<file path="src/rtl/pcvs_pkg.sv">
// Package for the pulse count voice selector.
// Holds the mode and command codes and the queue control struct.
// Used by pcvs_queue and pulse_count_voice_selector.
package pcvs_pkg;

  // Mode of the selector, as reported on the mode output
  typedef enum logic [1:0] {
    MODE_IDLE   = 2'd0,
    MODE_SELECT = 2'd1,
    MODE_AWAIT  = 2'd2,
    MODE_STOP   = 2'd3
  } mode_e;

  // Command codes of the input channel; code three is unused
  localparam logic [1:0] CMD_TICK = 2'd0;
  localparam logic [1:0] CMD_PLAY = 2'd1;
  localparam logic [1:0] CMD_STOP = 2'd2;

  // Section number width and tick counter width
  localparam int unsigned SectionW = 8;
  localparam int unsigned CountW   = 10;

  // Control from the sequencer to the pending-section queue
  typedef struct packed {
    logic push;
    logic pop;
    logic clear;
  } q_ctl_t;

endpackage

</file>
<file path="src/rtl/pcvs_queue.sv">
// FIFO of pending section numbers, built as a shift register.
// Head is always entry 0; a pop shifts every entry down by one.
// Depends on pcvs_pkg for the control struct and section width.
module pcvs_queue #(
  parameter int unsigned Depth = 20,
  parameter int unsigned CntW  = $clog2(Depth + 1)
) (
  input  logic                            clk_i,
  input  logic                            rst_ni,
  input  pcvs_pkg::q_ctl_t                ctl_i,
  input  logic [pcvs_pkg::SectionW-1:0]   push_data_i,
  output logic [pcvs_pkg::SectionW-1:0]   head_o,
  output logic [CntW-1:0]                 fill_o,
  output logic                            full_o
);
  import pcvs_pkg::*;

  logic [SectionW-1:0] store_q [Depth];
  logic [SectionW-1:0] store_d [Depth];
  logic [CntW-1:0]     fill_q, fill_d;

  assign full_o = (fill_q == CntW'(Depth));
  assign head_o = store_q[0];
  assign fill_o = fill_q;

  // Entry update: write at the fill position, or shift toward the head
  always_comb begin
    for (int i = 0; i < Depth; i++) begin
      store_d[i] = store_q[i];
      if (ctl_i.push && !full_o && fill_q == CntW'(i)) begin
        store_d[i] = push_data_i;
      end else if (ctl_i.pop) begin
        if (i + 1 < Depth) begin
          store_d[i] = store_q[(i + 1) % Depth];
        end else begin
          store_d[i] = '0;
        end
      end
    end
  end

  // Fill count; entries at or above it are never read
  always_comb begin
    fill_d = fill_q;
    if (ctl_i.clear) begin
      fill_d = '0;
    end else if (ctl_i.push && !full_o) begin
      fill_d = fill_q + CntW'(1);
    end else if (ctl_i.pop && fill_q != '0) begin
      fill_d = fill_q - CntW'(1);
    end
  end

  always_ff @(posedge clk_i or negedge rst_ni) begin
    if (!rst_ni) begin
      fill_q <= '0;
    end else begin
      fill_q <= fill_d;
    end
  end

  // Payload entries, no reset needed
  always_ff @(posedge clk_i) begin
    for (int i = 0; i < Depth; i++) begin
      store_q[i] <= store_d[i];
    end
  end

endmodule

</file>
<file path="src/rtl/pulse_count_voice_selector.sv">
// Pulse count voice selector: drives a voice chip's reset and data lines.
// Input channel (in_valid_i / in_stall_o) carries one command per transfer:
// a timer tick, a play request with a section number, or a stop request,
// plus the sampled busy pin of the chip. Output channel (out_valid_o /
// out_stall_i) returns one result per input transfer: the line levels,
// mode, current section, finished pulse, queue fill and timer state as
// they stand after that command.
// The result of an accepted transfer is registered and valid in the next
// cycle. Throughput is one item per cycle while the receiver does not stall;
// all sequencing is done by the state registers in a single pass, and the
// queue shifts all entries in parallel on a pop.
// While the receiver stalls, the result register holds and in_stall_o is
// raised so no further command is taken; a result being taken frees the
// register for a new transfer in the same cycle.
// Reset (rst_ni low, asynchronous) puts the block in idle with both lines
// low, the timer stopped and the queue empty. No clearing pass is needed.
// Depends on pcvs_pkg and pcvs_queue.
module pulse_count_voice_selector #(
  parameter int unsigned QUEUE_DEPTH = 20
) (
  input  logic                               clk_i,
  input  logic                               rst_ni,
  // Input channel
  input  logic                               in_valid_i,
  output logic                               in_stall_o,
  input  logic [1:0]                         command_i,
  input  logic [pcvs_pkg::SectionW-1:0]      section_i,
  input  logic                               busy_pin_i,
  // Output channel
  output logic                               out_valid_o,
  input  logic                               out_stall_i,
  output logic                               reset_line_o,
  output logic                               data_line_o,
  output logic [1:0]                         mode_o,
  output logic [pcvs_pkg::SectionW-1:0]      current_section_o,
  output logic                               finished_o,
  output logic [$clog2(QUEUE_DEPTH + 1)-1:0] pending_count_o,
  output logic                               ticking_o
);
  import pcvs_pkg::*;

  localparam int unsigned CntW = $clog2(QUEUE_DEPTH + 1);

  mode_e               mode_q, mode_d;
  logic [SectionW-1:0] section_q, section_d;
  logic [CountW-1:0]   count_q, count_d;
  logic                rst_lvl_q, rst_lvl_d;
  logic                dat_lvl_q, dat_lvl_d;
  logic                timer_q, timer_d;
  logic                fin_q, fin_d;
  logic                out_valid_q, out_valid_d;

  logic                acc;
  logic                idle_free;
  logic                play, stop_cmd, tick;
  logic                release_ev, sel_step, stop_step;
  logic                sel_done, stop_done;
  logic [CountW-1:0]   count_inc, sel_limit;

  q_ctl_t              q_ctl;
  logic [SectionW-1:0] q_head;
  logic [CntW-1:0]     q_fill;
  logic                q_full, q_empty;

  // Handshake: take a transfer whenever the result register is free
  assign in_stall_o = out_valid_q && out_stall_i;
  assign acc        = in_valid_i && !in_stall_o;

  // Command decode
  assign idle_free  = busy_pin_i && (mode_q == MODE_IDLE);
  assign play       = acc && (command_i == CMD_PLAY);
  assign stop_cmd   = acc && (command_i == CMD_STOP) && !idle_free;
  assign tick       = acc && (command_i == CMD_TICK) && timer_q;
  assign release_ev = tick && busy_pin_i && (mode_q == MODE_AWAIT);
  assign sel_step   = tick && (mode_q == MODE_SELECT);
  assign stop_step  = tick && (mode_q == MODE_STOP);
  assign q_empty    = (q_fill == '0);

  // Tick counter end points
  assign count_inc = count_q + CountW'(1);
  assign sel_limit = {1'b0, section_q, 1'b0} + CountW'(6);
  assign sel_done  = (count_inc >= sel_limit);
  assign stop_done = (count_inc >= CountW'(4));

  // Queue control
  assign q_ctl.push  = play && !idle_free && !q_full;
  assign q_ctl.pop   = release_ev && !q_empty;
  assign q_ctl.clear = stop_cmd;

  pcvs_queue #(
    .Depth (QUEUE_DEPTH),
    .CntW  (CntW)
  ) u_queue (
    .clk_i       (clk_i),
    .rst_ni      (rst_ni),
    .ctl_i       (q_ctl),
    .push_data_i (section_i),
    .head_o      (q_head),
    .fill_o      (q_fill),
    .full_o      (q_full)
  );

  // Next mode
  always_comb begin
    mode_d = mode_q;
    if (play && idle_free) begin
      mode_d = MODE_SELECT;
    end else if (stop_cmd) begin
      mode_d = MODE_STOP;
    end else if (release_ev) begin
      mode_d = q_empty ? MODE_IDLE : MODE_SELECT;
    end else if ((sel_step && sel_done) || (stop_step && stop_done)) begin
      mode_d = MODE_AWAIT;
    end
  end

  // Section, counter, line levels, timer and finished pulse
  always_comb begin
    section_d = section_q;
    count_d   = count_q;
    rst_lvl_d = rst_lvl_q;
    dat_lvl_d = dat_lvl_q;
    timer_d   = timer_q;
    fin_d     = 1'b0;
    if (play && idle_free) begin
      section_d = section_i;
      count_d   = '0;
      timer_d   = 1'b1;
    end else if (stop_cmd) begin
      section_d = '0;
      timer_d   = 1'b1;
      if (count_q >= CountW'(4)) begin
        count_d = '0;
      end
    end else if (release_ev) begin
      if (q_empty) begin
        section_d = '0;
        timer_d   = 1'b0;
        fin_d     = 1'b1;
      end else begin
        section_d = q_head;
        count_d   = '0;
      end
    end else if (sel_step) begin
      // reset pulse first, then data toggles from count four on
      if (count_q == CountW'(0)) begin
        rst_lvl_d = 1'b1;
        dat_lvl_d = 1'b0;
      end else if (count_q == CountW'(2)) begin
        rst_lvl_d = 1'b0;
      end else if (count_q >= CountW'(4)) begin
        dat_lvl_d = !dat_lvl_q;
      end
      count_d = count_inc;
      if (sel_done) begin
        count_d   = '0;
        rst_lvl_d = 1'b0;
        dat_lvl_d = 1'b0;
      end
    end else if (stop_step) begin
      // data low, then a reset pulse
      if (count_q == CountW'(0)) begin
        dat_lvl_d = 1'b0;
      end else if (count_q == CountW'(1)) begin
        rst_lvl_d = 1'b1;
      end else if (count_q == CountW'(3)) begin
        rst_lvl_d = 1'b0;
      end
      count_d = count_inc;
      if (stop_done) begin
        count_d   = '0;
        rst_lvl_d = 1'b0;
        dat_lvl_d = 1'b0;
      end
    end
  end

  // Result valid: set on a transfer in, cleared when the result is taken
  always_comb begin
    out_valid_d = out_valid_q;
    if (acc) begin
      out_valid_d = 1'b1;
    end else if (!out_stall_i) begin
      out_valid_d = 1'b0;
    end
  end

  // State and result registers; all but the valid flag only move on an input transfer
  always_ff @(posedge clk_i or negedge rst_ni) begin
    if (!rst_ni) begin
      mode_q      <= MODE_IDLE;
      section_q   <= '0;
      count_q     <= '0;
      rst_lvl_q   <= 1'b0;
      dat_lvl_q   <= 1'b0;
      timer_q     <= 1'b0;
      fin_q       <= 1'b0;
      out_valid_q <= 1'b0;
    end else begin
      out_valid_q <= out_valid_d;
      if (acc) begin
        mode_q    <= mode_d;
        section_q <= section_d;
        count_q   <= count_d;
        rst_lvl_q <= rst_lvl_d;
        dat_lvl_q <= dat_lvl_d;
        timer_q   <= timer_d;
        fin_q     <= fin_d;
      end
    end
  end

  // Outputs straight from registers
  assign out_valid_o       = out_valid_q;
  assign reset_line_o      = rst_lvl_q;
  assign data_line_o       = dat_lvl_q;
  assign mode_o            = mode_q;
  assign current_section_o = section_q;
  assign finished_o        = fin_q;
  assign pending_count_o   = q_fill;
  assign ticking_o         = timer_q;

  // Checks
  a_fin_idle: assert property (@(posedge clk_i) disable iff (!rst_ni)
    out_valid_o && finished_o |-> mode_q == MODE_IDLE && !timer_q && q_fill == '0)
    else $error("finished pulse without idle, stopped timer and empty queue");

  a_idle_clean: assert property (@(posedge clk_i) disable iff (!rst_ni)
    mode_q == MODE_IDLE |-> !timer_q && section_q == '0)
    else $error("idle with timer running or section set");

  a_fill_bound: assert property (@(posedge clk_i) disable iff (!rst_ni)
    q_fill <= CntW'(QUEUE_DEPTH))
    else $error("queue fill beyond depth");

  a_stop_count: assert property (@(posedge clk_i) disable iff (!rst_ni)
    mode_q == MODE_STOP |-> count_q < CountW'(4))
    else $error("stop sequence count out of range");

  a_hold_stall: assert property (@(posedge clk_i) disable iff (!rst_ni)
    in_stall_o |=> $stable(mode_q) && $stable(count_q) && $stable(q_fill))
    else $error("state changed while input stalled");

endmodule
</file>
<file path="config.mk">
export PLATFORM = sky130hd
export DESIGN_NAME = pulse_count_voice_selector
export DESIGN_NICKNAME = d
export VERILOG_FILES = /design/src/rtl/pcvs_pkg.sv /design/src/rtl/pcvs_queue.sv /design/src/rtl/pulse_count_voice_selector.sv
export SDC_FILE = /design/constraint.sdc
export NUM_CORES = 1
export LEC_CHECK = 0
export ABC_AREA = 1
export BUFFER_PORTS_ARGS = -buffer_cell sky130_fd_sc_hd__clkbuf_2
export CORE_MARGIN = 3
export CORE_UTILIZATION = 45
export DETAILED_ROUTE_END_ITERATION = 16
export HOLD_SLACK_MARGIN = 0.12
export SLEW_MARGIN = 20
export SYNTH_ARGS = -nofsm -noshare
export SYNTH_HDL_FRONTEND = slang
export SYNTH_SLANG_ARGS = --single-unit
</file>
<file path="constraint.sdc">
create_clock -name clk_i -period 2.5 [get_ports clk_i]
set_input_delay 0.5 -clock clk_i [delete_from_list [all_inputs] [get_ports clk_i]]
set_output_delay 0.5 -clock clk_i [all_outputs]
set_load 0.005 [all_outputs]
</file>
==> impl_metrics.ini <==
[run_status]
outcome = finished with violations
violations = setup timing

[route]
firstDrtPassIters = 5
ant_nets = 0
post_drt_wl_per_cell_um = 15.5
vias = 6621
routed_wirelength_um = 19900
drc = 0
via_per_inst = 5.15
first_iter_violations = 501

[synthesis]
syn-num-nets = 967
synth_top_family_by_area = simple AND/OR/NAND/NOR gates
avgSynthCellArea_um2 = 9.76
synth.distinct_cells = 34
yosys-top-cells-area = edfxtp_1, nand2_1, o21ai_0
synth_compound_area_frac = 0.104
synth-simple-area-share = 0.201
post-synth-top-area-cell = edfxtp_1
ys_seq_area_frac = 0.610
synth_seq_cells = 190
synthCells = 932
synth.top_cell.area_share = 0.528
yosysWarningCount = 0
synth.cell_area_um2 = 9100
synth_xor_area_frac = 0.00866
synth_fa_ha_area_frac = 0.0275
synthMuxAreaShare = 0

[worst_setup_path]
startpoint_type = flip-flop
cp.required_ns = 2.83
slowest_stage = dfrtp_1
reg2reg_depth = 20
path_class = flip-flop to flip-flop
r2r-start = current_section_o[0]
r2r_slack_ns = -0.02
endpoint_kind = flip-flop
worstPathCellList = inv_2, buf_4, buf_4, buf_4, buf_4, buf_4, buf_4, ha_1, nand2_1, nor2_1, nand4_1, nor2_2, nor2_4, buf_4, nand3b_1, nand2_1, nand2_1, nand2_1, nand2_1, nand2_1
crit_arrival_ns = 2.85
timing.rr.end = data_line_o
slowest_delay_ns = 0.37
critPathMostFrequentCell = buf_4
cp_max_fo = 4

[clock_tree]
clock_sinks = 190
clk_pin_slew_ns = 0.07
clock_latency_ns = 0.44
cts_max_path_buffers = 2
cts_tree = done
root_buffer = clkbuf_16
htreeDepth = 4
cts_buffers = 17

[floorplanning]
die_x_um = 148
start_util = 0.463
die_y_um = 148
dieArea_um2 = 22000
ios = 36
core-area_um2 = 19700
rows = 51

[finish]
drive_gt1_frac = 0.178
final_cell_area_um2 = 10700
diodes = 0
final_util = 0.542
stdcell_count = 1286
nets = 1043
areaGrowthSynthToFinish_pct = 17.1

[placed_design]
place.gp.congestion = 0.839
dpl_cell_area_um2 = 9850
portBuffers = 35
place_ws_ns = -0.0372
placed_cells = 1245
hpwl_um = 13700

[run]
drv_cap = 0

[grt]
grt_max_degree = 31
grt.total_usage = 0.187
first_global_vias = 6285
gr-total-overflow = 0
grt_pass1_wl_um = 32500
grt_antenna_before_repair = 0

[timing]
max_slew_margin = 0.454
setup_viol_count_final = 1
fmax_mhz = 396
hold_violations = 0
post-route-min-period_ns = 2.52
rsz0062_at_grt = true
finClkSkew_ns = 0.0105
finalCritPeriodShare = 1.01
slew_viol_final = 0
worstMarginPinSlew_ns = 0.818
fin_ws_ns = -0.0238
setup_tns_ns = -0.0238

[power]
leakage_uw = 0.00460
ir_drop_mv = 0.478
power.density_nw_per_um2 = 788

[worst_hold_path]
hp-class = input pin to async pin
## flip-flops by register name, indices dropped and copies added, names as in the netlist
register / flops
count_q: 10
current_section_o: 8
data_line_o: 1
finished_o: 1
mode_o: 2
out_valid_o: 1
reset_line_o: 1
ticking_o: 1
u_queue.fill_o: 5
u_queue.store_q: 160
## synth_stat cells
master and number:
a211oi_1 1, a21o_1 1, a21oi_1 3, a21oi_2 1, a31oi_1 1, and3_1 1
buf_2 15, buf_4 1, buf_6 1, clkbuf_1 24, clkinv_1 1, dfrtp_1 30
edfxtp_1 160, ha_1 20, inv_1 65, inv_2 3, nand2_1 294, nand2_2 2
nand3_1 35, nand3_2 3, nand3b_1 3, nand4_1 17, nand4_4 5, nor2_1 48
nor2_2 2, nor2_4 2, nor3_1 3, nor4_1 2, nor4_4 1, o211ai_1 1
o211ai_2 1, o21ai_0 172, o21ai_1 4, xor2_1 9
## logic make-up (layout without fill, tap and decap cells)
group,Yosys count,after routing
fa+ha+maj,20,20
compound gates,185,185
simple gates,418,418
flops,190,190
buf+inv,110,199
xor+xnor,9,9
## power by group
| part | switching, µW | internal [µW] | total (µW) | leakage, µW |
|---|---|---|---|---|
| clock | 1230 | 1490 | 2720 | 0.000279 |
| sequential | 175 | 3650 | 3820 | 0.00184 |
| combinational | 1120 | 737 | 1860 | 0.00248 |
| total | 2520 | 5880 | 8400 | 0.00460 |
## worst max-delay path by stage
stage	from	end	slack, ns	cells after the start
2_1_floorplan	current_section_o[0]	count_q[0]	0.04	17
3_3_place_gp	current_section_o[0]	count_q[9]	0.07	18
3_5_place_dp	current_section_o[0]	count_q[6]	-0.04	18
4_1_cts	current_section_o[1]	count_q[6]	0.0002	19
5_1_grt	current_section_o[0]	data_line_o	-0.25	20
6_report	current_section_o[0]	data_line_o	-0.02	20
## area by class of cell
class | instances | area (µm²)
clock buffer | 18 | 429
clock inverter | 14 | 158
fill | 1776 | 8990
inverter | 69 | 262
multi-input combinational | 632 | 3250
sequential | 190 | 5560
tap | 265 | 332
timing repair buffer | 98 | 672
## cells in the final DEF (no fill, tap or decap), drive strengths merged
cell      instances
a211oi            1
a21o              1
a21oi             4
a31oi             1
and3              1
buf              63
bufinv            2
clkbuf           53
clkinv            5
clkinvlp          3
dfrtp            30
edfxtp          160
ha               20
inv              73
nand2           296
nand3            38
nand3b            3
nand4            22
nor2             52
nor3              3
nor4              3
o211ai            2
o21ai           176
xor2              9
## per-stage QoR
| step | hold WS [ns] | power [µW] |
|---|---|---|
| 6_report | 0.148 | 8400 |
| 5_1_grt | 0.196 | 8860 |
| 4_1_cts | 0.162 | 8410 |
| 3_5_place_dp | 0.472 | 5580 |
| 3_3_place_gp | 0.464 | 5550 |
| 2_1_floorplan | 0.204 | 4920 |
## critical path, delay by kind of cell (launching register included)
family / cells / cell delay (ns)
DFF: 1 / 0.37
buffers and inverters: 8 / 0.94
adders and majority gates: 1 / 0.26
and+or+nand+nor: 11 / 0.85
## timing repair
item                                    in CTS  in global routing
buffers inserted                             9                  1
endpoints found under the setup margin      12                 35
hold buffers                                 0                  0
gates resized for setup                     17                 32
pin swaps                                   10                 16
cloned                                       1                  0
## metal layers
| metal | part of all wire | GRT usage | up-vias |
|---|---|---|---|
| met5 | 0 | 0 | - |
| met4 | 0.010 | 0.0453 | 0 |
| met3 | 0.045 | 0.0414 | 17 |
| met2 | 0.47 | 0.297 | 121 |
| met1 | 0.48 | 0.266 | 3153 |
| li1 | - | - | 3330 |
(Power assumes the default switching activity.)
